### config.mk
export PLATFORM = sky130hd
export DESIGN_NAME = recursive_mutex_priority_inherit_top
export DESIGN_NICKNAME = d
export VERILOG_FILES = /design/src/sv/rmpi_pkg.sv /design/src/sv/rmpi_waitq.sv /design/src/sv/recursive_mutex_priority_inherit_top.sv
export SDC_FILE = /design/constraint.sdc
export NUM_CORES = 2
export LEC_CHECK = 0
export BUFFER_PORTS_ARGS = -buffer_cell sky130_fd_sc_hd__buf_2
export CAP_MARGIN = 20
export CORE_ASPECT_RATIO = 1.4
export CORE_MARGIN = 5
export CORE_UTILIZATION = 40
export CTS_CLUSTER_DIAMETER = 50
export DETAILED_ROUTE_END_ITERATION = 10
export SLEW_MARGIN = 20
export SYNTH_ARGS = -nofsm -noshare
export SYNTH_HDL_FRONTEND = slang
export SYNTH_SLANG_ARGS = --single-unit
export TNS_END_PERCENT = 50
### constraint.sdc
create_clock -name clock -period 12.8 [get_ports clock]
set_input_delay 1.28 -clock clock [delete_from_list [all_inputs] [get_ports clock]]
set_output_delay 1.28 -clock clock [all_outputs]
set_load 0.1 [all_outputs]
### src/sv/rmpi_pkg.sv
// Package for the recursive mutex manager: command, status and state codes.
// Used by the top level and the checker; no dependencies of its own.
package rmpi_pkg;

   // Command codes carried on req_mode.
   localparam logic [1:0] MODE_CREATE  = 2'd0;
   localparam logic [1:0] MODE_DESTROY = 2'd1;
   localparam logic [1:0] MODE_LOCK    = 2'd2;
   localparam logic [1:0] MODE_UNLOCK  = 2'd3;

   // Status codes returned on rsp_status.
   localparam logic [2:0] ST_OK        = 3'd0;
   localparam logic [2:0] ST_BAD_ID    = 3'd1;
   localparam logic [2:0] ST_NOT_FOUND = 3'd2;
   localparam logic [2:0] ST_FULL      = 3'd3;
   localparam logic [2:0] ST_OVERFLOW  = 3'd4;

   // Largest recursive lock depth.
   localparam logic [7:0] DEPTH_MAX = 8'd255;

   // Sequencer states.
   localparam logic [1:0] S_IDLE = 2'd0;
   localparam logic [1:0] S_READ = 2'd1;
   localparam logic [1:0] S_DONE = 2'd2;

endpackage

### src/sv/rmpi_waitq.sv
// Waiter queue memory: pid and priority of every queued waiter, per slot.
// Depends on nothing; one write port and one registered read port.
module rmpi_waitq #(
   parameter int AW = 7
) (
   input  logic          clock,
   input  logic          wr_en,
   input  logic [AW-1:0] wr_addr,
   input  logic [7:0]    wr_data,
   input  logic [AW-1:0] rd_addr,
   output logic [7:0]    rd_data
);
   logic [7:0] mem [2**AW];
   logic [7:0] rd_data_ff;

   // Synchronous write and registered read.
   always_ff @(posedge clock) begin
      if (wr_en) begin
         mem[wr_addr] <= wr_data;
      end
      rd_data_ff <= mem[rd_addr];
   end

   assign rd_data = rd_data_ff;
endmodule

### src/sv/recursive_mutex_priority_inherit_top.sv
// Recursive mutex manager with priority inheritance, top level.
// The slot record and waiter head are read at the transfer edge; the update is written
// in the S_READ state, where the response registers are also loaded.
// Commands are handled one at a time; a new request is taken only after the response is
// accepted. Reset (synchronous, active high) frees all slots and clears the id counter.
// Depends on rmpi_pkg and rmpi_waitq.
module recursive_mutex_priority_inherit_top #(
   parameter int MAX_MUTEXES = 8,
   parameter int QUEUE_DEPTH = 16,
   parameter int LOWEST_PRIO = 15,
   parameter int ID_BITS     = 16
) (
   input  logic        clock,
   input  logic        reset,
   input  logic        req_valid,
   output logic        req_stall,
   input  logic [1:0]  req_mode,
   input  logic [15:0] req_mutex_id,
   input  logic [3:0]  req_pid,
   input  logic [3:0]  req_priority_req,
   output logic        rsp_valid,
   input  logic        rsp_stall,
   output logic [2:0]  rsp_status,
   output logic [15:0] rsp_new_id,
   output logic [3:0]  rsp_caller_priority,
   output logic        rsp_caller_waits,
   output logic        rsp_switch_request,
   output logic        rsp_woken_valid,
   output logic [3:0]  rsp_woken_pid,
   output logic [3:0]  rsp_woken_priority
);
   localparam int SW = (MAX_MUTEXES > 1) ? $clog2(MAX_MUTEXES) : 1;
   localparam int QW = $clog2(QUEUE_DEPTH);
   localparam int CW = $clog2(QUEUE_DEPTH + 1);
   localparam int UW = $clog2(MAX_MUTEXES + 1);
   localparam int AW = SW + QW;
   localparam logic [ID_BITS-1:0] ID_MAX = {ID_BITS{1'b1}};
   localparam logic [3:0] LOW_P = 4'(LOWEST_PRIO);

   typedef struct packed {
      logic [ID_BITS-1:0] id;
      logic [3:0]         owner;
      logic [7:0]         depth;
      logic [3:0]         base;
      logic [3:0]         top;
      logic [QW-1:0]      head;
      logic [QW-1:0]      tail;
      logic [CW-1:0]      count;
   } slot_type;

   // Slot record memory and valid bits (valid bits need a reset).
   slot_type            slot_mem [MAX_MUTEXES];
   logic [MAX_MUTEXES-1:0] valid_ff;
   logic [UW-1:0]       used_ff;
   logic [ID_BITS-1:0]  last_id_ff;
   logic [1:0]          state_ff;

   // Captured request.
   logic [1:0]  mode_ff;
   logic [15:0] id_ff;
   logic [3:0]  pid_ff, pri_ff;

   // Slot search result, registered with the read.
   logic [SW-1:0] hit_in, hit_ff, free_in, free_ff;
   logic          found_in, found_ff, has_free_in, has_free_ff;
   slot_type      rec_ff;

   // Response registers.
   logic        rsp_valid_ff;
   logic [2:0]  status_ff;
   logic [15:0] new_id_ff;
   logic [3:0]  cpri_ff, wpid_ff, wpri_ff;
   logic        waits_ff, sw_ff, wv_ff;

   logic req_xfer;
   assign req_stall = (state_ff != rmpi_pkg::S_IDLE) | rsp_valid_ff;
   assign req_xfer  = req_valid & ~req_stall;

   // Match the requested id and find the lowest free slot.
   always_comb begin
      hit_in = '0; found_in = 1'b0; free_in = '0; has_free_in = 1'b0;
      for (int s = MAX_MUTEXES - 1; s >= 0; s--) begin
         if (valid_ff[s] && req_mutex_id == 16'(slot_mem[s].id)) begin
            hit_in = SW'(s); found_in = 1'b1;
         end
         if (!valid_ff[s]) begin
            free_in = SW'(s); has_free_in = 1'b1;
         end
      end
   end

   // Waiter memory: read the head of the hit slot, write at its tail.
   logic          wq_we;
   logic [AW-1:0] wq_waddr, wq_raddr;
   logic [7:0]    wq_rdata;
   assign wq_raddr = {hit_in, slot_mem[hit_in].head};

   rmpi_waitq #(.AW(AW)) u_waitq (
      .clock(clock), .wr_en(wq_we), .wr_addr(wq_waddr),
      .wr_data({pid_ff, pri_ff}), .rd_addr(wq_raddr), .rd_data(wq_rdata)
   );

   // Command evaluation on the registered slot record.
   slot_type      nrec;
   logic          rec_we, set_valid, clr_valid;
   logic [2:0]    st;
   logic [15:0]   nid;
   logic [3:0]    cpri, wpid, wpri;
   logic          waits, sw, wv;
   logic [SW-1:0] tgt;
   always_comb begin
      nrec = rec_ff; rec_we = 1'b0; set_valid = 1'b0; clr_valid = 1'b0;
      st = rmpi_pkg::ST_OK; nid = '0; cpri = pri_ff; wpid = '0; wpri = '0;
      waits = 1'b0; sw = 1'b0; wv = 1'b0; tgt = hit_ff; wq_we = 1'b0;
      wq_waddr = {hit_ff, rec_ff.tail};
      case (mode_ff)
         rmpi_pkg::MODE_CREATE: begin
            tgt = free_ff;
            if (used_ff >= UW'(MAX_MUTEXES) || !has_free_ff) begin
               st = rmpi_pkg::ST_FULL;
            end else if (last_id_ff >= ID_MAX) begin
               st = rmpi_pkg::ST_OVERFLOW;
            end else begin
               nrec.id = last_id_ff + 1'b1; nrec.owner = '0; nrec.depth = '0;
               nrec.base = LOW_P; nrec.top = LOW_P; nrec.head = '0;
               nrec.tail = '0; nrec.count = '0;
               rec_we = 1'b1; set_valid = 1'b1;
               nid = 16'(nrec.id);
            end
         end
         rmpi_pkg::MODE_DESTROY: begin
            if (!found_ff) st = rmpi_pkg::ST_NOT_FOUND;
            else clr_valid = 1'b1;
         end
         default: begin
            if (id_ff == '0 || pid_ff == '0) begin
               st = rmpi_pkg::ST_BAD_ID;
            end else if (!found_ff) begin
               st = rmpi_pkg::ST_NOT_FOUND;
            end else if (mode_ff == rmpi_pkg::MODE_LOCK) begin
               if (rec_ff.owner == '0) begin
                  nrec.owner = pid_ff; nrec.base = pri_ff; nrec.top = pri_ff;
                  nrec.depth = 8'd1; rec_we = 1'b1;
               end else if (rec_ff.owner == pid_ff) begin
                  if (rec_ff.depth >= rmpi_pkg::DEPTH_MAX) begin
                     st = rmpi_pkg::ST_OVERFLOW;
                  end else begin
                     nrec.depth = rec_ff.depth + 8'd1; rec_we = 1'b1;
                  end
               end else if (rec_ff.count >= CW'(QUEUE_DEPTH)) begin
                  st = rmpi_pkg::ST_OVERFLOW;
               end else begin
                  wq_we = 1'b1;
                  nrec.tail = (rec_ff.tail == QW'(QUEUE_DEPTH - 1)) ? '0
                              : rec_ff.tail + 1'b1;
                  nrec.count = rec_ff.count + 1'b1;
                  if (rec_ff.top < pri_ff) cpri = rec_ff.top;
                  else if (pri_ff < rec_ff.top) nrec.top = pri_ff;
                  waits = 1'b1; sw = 1'b1; rec_we = 1'b1;
               end
            end else begin
               if (rec_ff.owner != pid_ff) begin
                  st = rmpi_pkg::ST_NOT_FOUND;
               end else if (rec_ff.depth > 8'd1) begin
                  nrec.depth = rec_ff.depth - 8'd1; rec_we = 1'b1;
               end else begin
                  cpri = rec_ff.base; nrec.depth = '0; rec_we = 1'b1;
                  if (rec_ff.count == '0) begin
                     nrec.owner = '0;
                  end else begin
                     nrec.owner = wq_rdata[7:4]; nrec.base = wq_rdata[3:0];
                     nrec.depth = 8'd1;
                     nrec.head = (rec_ff.head == QW'(QUEUE_DEPTH - 1)) ? '0
                                 : rec_ff.head + 1'b1;
                     nrec.count = rec_ff.count - 1'b1;
                     wv = 1'b1; wpid = wq_rdata[7:4]; wpri = rec_ff.top; sw = 1'b1;
                  end
               end
            end
         end
      endcase
      if (state_ff != rmpi_pkg::S_READ) begin
         rec_we = 1'b0; wq_we = 1'b0; set_valid = 1'b0; clr_valid = 1'b0;
      end
   end

   // Slot record memory writes.
   always_ff @(posedge clock) begin
      if (rec_we) slot_mem[tgt] <= nrec;
   end

   // Request capture, registered reads and response registers.
   always_ff @(posedge clock) begin
      if (req_xfer) begin
         mode_ff <= req_mode; id_ff <= req_mutex_id;
         pid_ff <= req_pid; pri_ff <= req_priority_req;
         hit_ff <= hit_in; found_ff <= found_in;
         free_ff <= free_in; has_free_ff <= has_free_in;
         rec_ff <= slot_mem[hit_in];
      end
      if (state_ff == rmpi_pkg::S_READ) begin
         status_ff <= st; new_id_ff <= nid; cpri_ff <= cpri;
         waits_ff <= waits; sw_ff <= sw; wv_ff <= wv;
         wpid_ff <= wpid; wpri_ff <= wpri;
      end
   end

   // Control state: sequencer, valid bits, counters.
   always_ff @(posedge clock) begin
      if (reset) begin
         state_ff <= rmpi_pkg::S_IDLE; valid_ff <= '0; used_ff <= '0;
         last_id_ff <= '0; rsp_valid_ff <= 1'b0;
      end else begin
         if (set_valid) begin
            valid_ff[tgt] <= 1'b1; used_ff <= used_ff + 1'b1;
            last_id_ff <= last_id_ff + 1'b1;
         end
         if (clr_valid) begin
            valid_ff[tgt] <= 1'b0;
            if (used_ff != '0) used_ff <= used_ff - 1'b1;
         end
         case (state_ff)
            rmpi_pkg::S_IDLE: if (req_xfer) state_ff <= rmpi_pkg::S_READ;
            rmpi_pkg::S_READ: begin
               state_ff <= rmpi_pkg::S_DONE; rsp_valid_ff <= 1'b1;
            end
            rmpi_pkg::S_DONE: if (!rsp_stall) begin
               rsp_valid_ff <= 1'b0; state_ff <= rmpi_pkg::S_IDLE;
            end
            default: state_ff <= rmpi_pkg::S_IDLE;
         endcase
      end
   end

   assign rsp_valid           = rsp_valid_ff;
   assign rsp_status          = status_ff;
   assign rsp_new_id          = new_id_ff;
   assign rsp_caller_priority = cpri_ff;
   assign rsp_caller_waits    = waits_ff;
   assign rsp_switch_request  = sw_ff;
   assign rsp_woken_valid     = wv_ff;
   assign rsp_woken_pid       = wpid_ff;
   assign rsp_woken_priority  = wpri_ff;
endmodule

# Word-level counts from Yosys, hierarchy flattened
# Memory sizes are Yosys's and may differ from the RTL's. A register that Yosys moved wholly into a read port is not among the register bits.
# Cells that the tools add are included.
[totals]
regBits = 148
ramBits = 1416
word_cells = 234
mem_count = 2
[op_classes]
add_sub_neg = 9
order_cmp = 9
n_eq_ne = 19
muxes = 123
bitwise = 8
reduce_logical = 33
[mem_list]
columns = ["memory", "depth", "word_bits", "rd", "rd_ports_with_merged_regs", "wr", "line_no", "text"]
rows = [
  ["u_waitq.mem", 128, 8, 1, 1, 1, "rmpi_waitq.sv:13", "logic [7:0] mem [2**AW];"],
  ["slot_mem", 8, 49, 9, 0, 1, "recursive_mutex_priority_inherit_top.sv:52", "slot_type slot_mem [MAX_MUTEXES];"],
]
[op_table]
columns = ["cell", "count"]
rows = [
  ["$eq 16x16->1", 8],
  ["$mux 4", 31],
  ["$mux 49", 2],
  ["$mux 3", 22],
  ["$mux 33", 2],
  ["$pmux 33 s2", 1],
  ["$mux 8", 7],
  ["$mux 16", 3],
  ["$mux 1", 36],
  ["$mux 9", 3],
  ["$mux 5", 5],
  ["$add 16x1->16 const B", 1],
  ["$ge 16x16->1 const B", 1],
  ["$logic_not 16->1", 1],
  ["$reduce_or 7->1", 2],
  ["$add 4x1->4 const B", 3],
  ["$mux 2", 6],
  ["$logic_and 1x1->1", 9],
  ["$add 8x1->8 const B", 1],
  ["$and 8x8->8", 1],
  ["$eq 4x4->1 const B", 2],
  ["$ge 8x8->1 const B", 1],
  ["$gt 8x1->1 const B", 1],
  ["$logic_not 4->1", 2],
  ["38 further kinds", 50],
]

# Longest topological paths before layout
# An unclocked memory read counts as a cell.
[depth]
word_depth = 12
depth_mapped = 21

# Cells and area by module
# Synthesis repeated with hierarchy kept, for this count alone.
[hier_totals]
hier_cells = 3360
hier_area_um2 = 64190.3
[modules_own_cells]
columns = ["mod", "instances", "cells_each", "area_each_um2", "seq_area_each_um2"]
rows = [
  ["rmpi_waitq", 1, 1634, 39656.8, 30909.6],
  ["recursive_mutex_priority_inherit_top", 1, 1726, 24533.5, 15905.3],
]

# Worst setup path after synthesis
# OpenSTA, ideal clock, no wires.
[synth_path]
kind = "register -> register"
startpoint = "register pid_ff[2]"
endpoint = "memory slot_mem[0][0] in the netlist's numbering (enable)"
setup_ps = 516
t_arrival_ps = 6666
t_required_ps = 12284
setup_slack_ps = 5618
stages_incl_launch_ff = 9
period_less_slack_ps = 7182
path_cell_list = "edfxtp_1 -> xnor2_1 -> nand4_1 -> a31oi_1 -> or3_1 -> nand3_1 -> a21oi_1 -> nand2_1 -> nor3_1"
[synth_via]
elab_chain_cells = 10
word_cells_on_any_way = 14
classes_between = "eq/ne: 2; mux: 10; reduce/logical: 2"
[synth_rtl]
columns = ["element", "line_no", "text"]
rows = [
  ["from (decl)", "recursive_mutex_priority_inherit_top.sv:61", "logic [3:0] pid_ff, pri_ff;"],
  ["from (signal assigned)", "recursive_mutex_priority_inherit_top.sv:196", "pid_ff <= req_pid; pri_ff <= req_priority_req;"],
  ["$eq 4x4->1", "recursive_mutex_priority_inherit_top.sv:144", "end else if (rec_ff.owner == pid_ff) begin"],
  ["$mux 1", "recursive_mutex_priority_inherit_top.sv:144", ""],
  ["$mux 1", "recursive_mutex_priority_inherit_top.sv:141", "if (rec_ff.owner == '0) begin"],
  ["$mux 1", "recursive_mutex_priority_inherit_top.sv:140", "end else if (mode_ff == rmpi_pkg::MODE_LOCK) begin"],
  ["$mux 1", "recursive_mutex_priority_inherit_top.sv:138", "end else if (!found_ff) begin"],
  ["$mux 1 (*)", "recursive_mutex_priority_inherit_top.sv:136", "if (id_ff == '0 || pid_ff == '0) begin"],
  ["$pmux 1 s2 (*)", "recursive_mutex_priority_inherit_top.sv:116", "case (mode_ff)"],
  ["$mux 1 (*)", "recursive_mutex_priority_inherit_top.sv:182", "if (state_ff != rmpi_pkg::S_READ) begin"],
  ["$mux 1 (*)", "recursive_mutex_priority_inherit_top.sv:189", "if (rec_we) slot_mem[tgt] <= nrec;"],
  ["$mux 1 (not written as such) (*)", "recursive_mutex_priority_inherit_top.sv:189", ""],
  ["to (decl)", "recursive_mutex_priority_inherit_top.sv:52", ""],
]
# Every way passes the cells marked *; elsewhere a longest branch is shown, timed or not.

# Final worst setup path
[layout_path]
startpoint = "input port req_mutex_id[0]"
endpoint = "register u_waitq.rd_data_ff[1] (netlist: u_waitq.rd_data[1]), read port of u_waitq.mem"
[layout_via]
elab_chain_cells = 11
word_cells_on_any_way = 25
classes_between = "eq/ne: 8; mux: 8; reduce/logical: 8; memory: 1"
[layout_rtl]
columns = ["element", "line_no", "text"]
rows = [
  ["from (decl)", "recursive_mutex_priority_inherit_top.sv:18", "input logic [15:0] req_mutex_id,"],
  ["$eq 16x16->1", "recursive_mutex_priority_inherit_top.sv:83", "if (valid_ff[s] && req_mutex_id == 16'(slot_mem[s].id)) begin"],
  ["$logic_and 1x1->1", "recursive_mutex_priority_inherit_top.sv:83", ""],
  ["$mux 3 (7 in series)", "recursive_mutex_priority_inherit_top.sv:83", ""],
  ["$mux 3 (*)", "recursive_mutex_priority_inherit_top.sv:83", ""],
  ["$mem_v2 8x49", "n/a", ""],
  ["to (decl)", "rmpi_waitq.sv:14", "logic [7:0] rd_data_ff;"],
]
# Marked as above.
# A chain may end at the register's enable or synchronous reset.

==> results.cfg <==
[placement]
port_buffers = 65
routabilityCongestion = 0.935
dp.cells = 7055
dp_hpwl_um = 122000

[setup_path]
cp_data_arrival_time_ps = 8170
crit_chain = buf_2 > xor2_1 > nor4_1 > nand2_1 > nor4_2 > o41a_1 > o21ai_0 > a21oi_1 > o21a_4 > buf_12 > buf_4 > nand2_1 > a32oi_1 > nand4_1 > a32o_1 > nor3_1 > o211a_1
cp-end-kind = flip-flop
cp_slowest_cell = nor4_2
slowest_delay_ps = 850
path_common_cell = nand2_1
r2r_slack_ps = 5680
crit_family = compound AO/OA/AOI/OAI gates
critPathBufInv = 3
critical_path_required_ps = 13540
path_class = primary input to flip-flop
start_kind = primary input
critPathMaxFanout = 129

[power_and_ir_drop]
combPwrFrac = 0.040
ir_drop_mv = 0.150
sequentialPowerShare = 0.548
sw_frac_of_total = 0.220
internal_power_w = 0.00820
power_density_mw_per_mm2 = 144
pwr-share-clk = 0.412
p_sw_w = 0.00231
p_leak_nw = 24.1

[route]
ant_nets = 0
viasPerCell = 5.75
wirelength_um = 195000
drtIter0Drc = 4328
wire_per_inst_um = 26.7
vias = 42099
dr.pass1.iters = 6
route.detailed.drc = 0

[yosys]
synth_cell_types = 89
synth_fa_ha_area_frac = 0.00267
ys_seq_elements = 1572
synthMuxAreaShare = 0.0343
synth_compound_area_frac = 0.0624
synth_edf_count = 1533
syn_inst = 5067
async_flop_share = 0
synth_top_family_by_area = simple AND/OR/NAND/NOR gates
ys.flop_type = edfxtp_1
synth_fp_nets = 5111
synth_xor_xnor_area_share = 0.0217
syn_area_per_cell_sq_um = 13.0
synth_simple_gate_area_frac = 0.145
synth_area_sq_mm = 0.0657
yosysSeqAreaShare = 0.713
yosys_warnings = 0

[clocking]
clock_path_buffers = 3
cts_hold_buf = 0
cts-buffers-inserted = 151
cts_tree = built
cts_max_level = 4
path_clk_slew_ps = 60
ctsRootBufferMaster = clkbuf_16
clock_latency_ps = 800
cts_resized = 0
postCtsSetupBuffers = 0
cts_sinks = 1572

[sta]
holdWs_ps = 477
tightest_slew_ps = 1170
period_share = 0.581
slew_headroom = 0.213
grt_setup_unrepaired = false
skew_ps = 26.1
post-route-min-period_ps = 7430
drv_slew = 0
finalHoldViolations = 0
tns_ps = 0
setup_violations = 0
max_freq_mhz = 135

[run_status]
outcome = complete, no violations

[cells_and_area]
nets = 5116
fin_cells = 7325
drive_above_1_share = 0.0825
fill_cells = 14734
area_delta_synth_final_pct = 11.1

[hold_path]
hold_path_class = flip-flop to flip-flop

[floorplanning]
dieArea_sq_mm = 0.173
start_util = 0.401
io_pins = 66
die_w_um = 353
std_cell_rows = 176
die_y_um = 490
coreArea_sq_mm = 0.164

[grt]
grt_pass1_wl_um = 283000
antenna_found_initial = 3
grt_max_degree = 140
grt_use_total = 0.220
first_global_vias = 41279
grt-ovfl-total = 0

[job]
cap_violations = 0
[power by group through the flow]
| stage | clock network, W | registers [W] | logic [W] |
|---|---|---|---|
| CTS | 0.00439 | 0.00576 | 0.000420 |
| global route | 0.00459 | 0.00576 | 0.000446 |
| finish | 0.00432 | 0.00576 | 0.000419 |
| detailed placement | 0 | 0.00587 | 0.000419 |
| floorplan | 0 | 0.00594 | 0.000184 |
| global placement | 0 | 0.00587 | 0.000413 |
[registers in the layout, summed over array words and instances, names as in the netlist, 2 cells and up]
register and cells:
u_waitq.mem 1024, slot_mem 392, rec_ff 49, id_ff 16, last_id_ff 16, rsp_new_id 16
u_waitq.rd_data 8, valid_ff 8, pid_ff 4, pri_ff 4, rsp_caller_priority 4, rsp_woken_pid 4
rsp_woken_priority 4, used_ff 4, free_ff 3, hit_ff 3, rsp_status 3, mode_ff 2
state_ff 2
[through the flow]
step | cell area, sq um | util | worst slack, ps | power, W
after floorplan | 65700 | - | 5620 | 0.00613
after global placement | 68300 | 0.417 | 4660 | 0.00628
after detailed placement | 68300 | 0.417 | 4640 | 0.00629
after CTS | 73000 | 0.446 | 5460 | 0.0106
after global routing | 73000 | 0.446 | 5110 | 0.0108
final | 73000 | 0.446 | 5370 | 0.0105
[worst min-delay path: stages (launching register included)]
cell and delay (ps):
dfxtp_1 320, nand2_1 60, a21oi_1 50
[cell families (layout without fill, tap and decap cells)]
kind of cell	count (synthesis)	count (layout)
AOI/OAI and AO/OA	604	604
xor gates and xnor gates	163	163
adders and majority gates	14	14
buffers and inverters	322	443
DFF	1572	1572
muxes	224	224
other	0	1
and+or+nand+nor	2168	2168
[path summary, 6_finish.rpt]
kind	from	to	cells past startpoint
setup / recovery	req_mutex_id[0]	u_waitq.rd_data[1]	17
hold / removal	last_id_ff[1]	last_id_ff[1]	2
setup reg to reg	slot_mem[3][41]	u_waitq.rd_data[1]	16
hold reg to reg	last_id_ff[1]	last_id_ff[1]	2
[Yosys cell counts (16+ instances only)]
cell / instances / share of area
edfxtp_1: 1533 / 0.70
nand2_1: 1035 / 0.059
nand3_1: 455 / 0.035
nor2_1: 382 / 0.022
mux2i_1: 217 / 0.033
o21ai_0: 187 / 0.014
clkbuf_1: 186 / 0.011
xnor2_1: 108 / 0.014
nand4_1: 83 / 0.0079
a21oi_1: 78 / 0.0059
buf_2: 73 / 0.0056
a32oi_1: 68 / 0.0091
xor2_1: 55 / 0.0073
a31oi_1: 49 / 0.0047
o2111ai_1: 46 / 0.0061
nor3_1: 41 / 0.0031
dfxtp_1: 39 / 0.012
and3_1: 34 / 0.0032
a22oi_1: 31 / 0.0035
nor4_1: 20 / 0.0019
and2_1: 19 / 0.0018
inv_1: 19 / 0.0011
buf_4: 18 / 0.0021
a21o_1: 17 / 0.0019
buf_1: 16 / 0.00091
[routing by layer]
metal  vias to the layer above  global-route usage  wire, um  share of wire
li1                      18822                   -         -              -
met1                     21223               0.256     72700           0.37
met2                      1616               0.399    101000           0.52
met3                       438              0.0314     10600          0.054
met4                         0               0.107     10800          0.055
met5                         -                   0         0              0
[area by class of cell]
cell class                 count  area (sq um)  share of cell area
multi-input combinational   3173         17700               0.242
antenna                        1          2.50           0.0000343
sequential                  1572         46800               0.641
clock buffer                 180          3930              0.0538
tap                         2136          2670              0.0366
inverter                      24          97.6             0.00134
timing repair buffer         150          1030              0.0141
clock inverter                89           767              0.0105
[cells in the final DEF, fill, tap and decap left out, drive strengths merged, types with 14 or more instances in the layout]
cell type	synthesis	routed
edfxtp	1533	1533
nand4	83	83
a22oi	31	31
nand2	1035	1035
nand3	455	455
a211oi	14	14
xnor2	108	108
clkinv	2	64
nor2	384	384
and2	19	19
a21oi	80	80
mux2i	217	217
nor3	44	44
ha	14	14
o2111ai	46	46
a31oi	49	49
a32oi	68	68
o21ai	191	191
xor2	55	55
or2	15	15
inv	22	32
nor4	21	21
dfxtp	39	39
a21o	17	17
buf	111	150
clkbuf	187	180
and3	34	34
No activity file was read; power rests on OpenSTA's default activity.
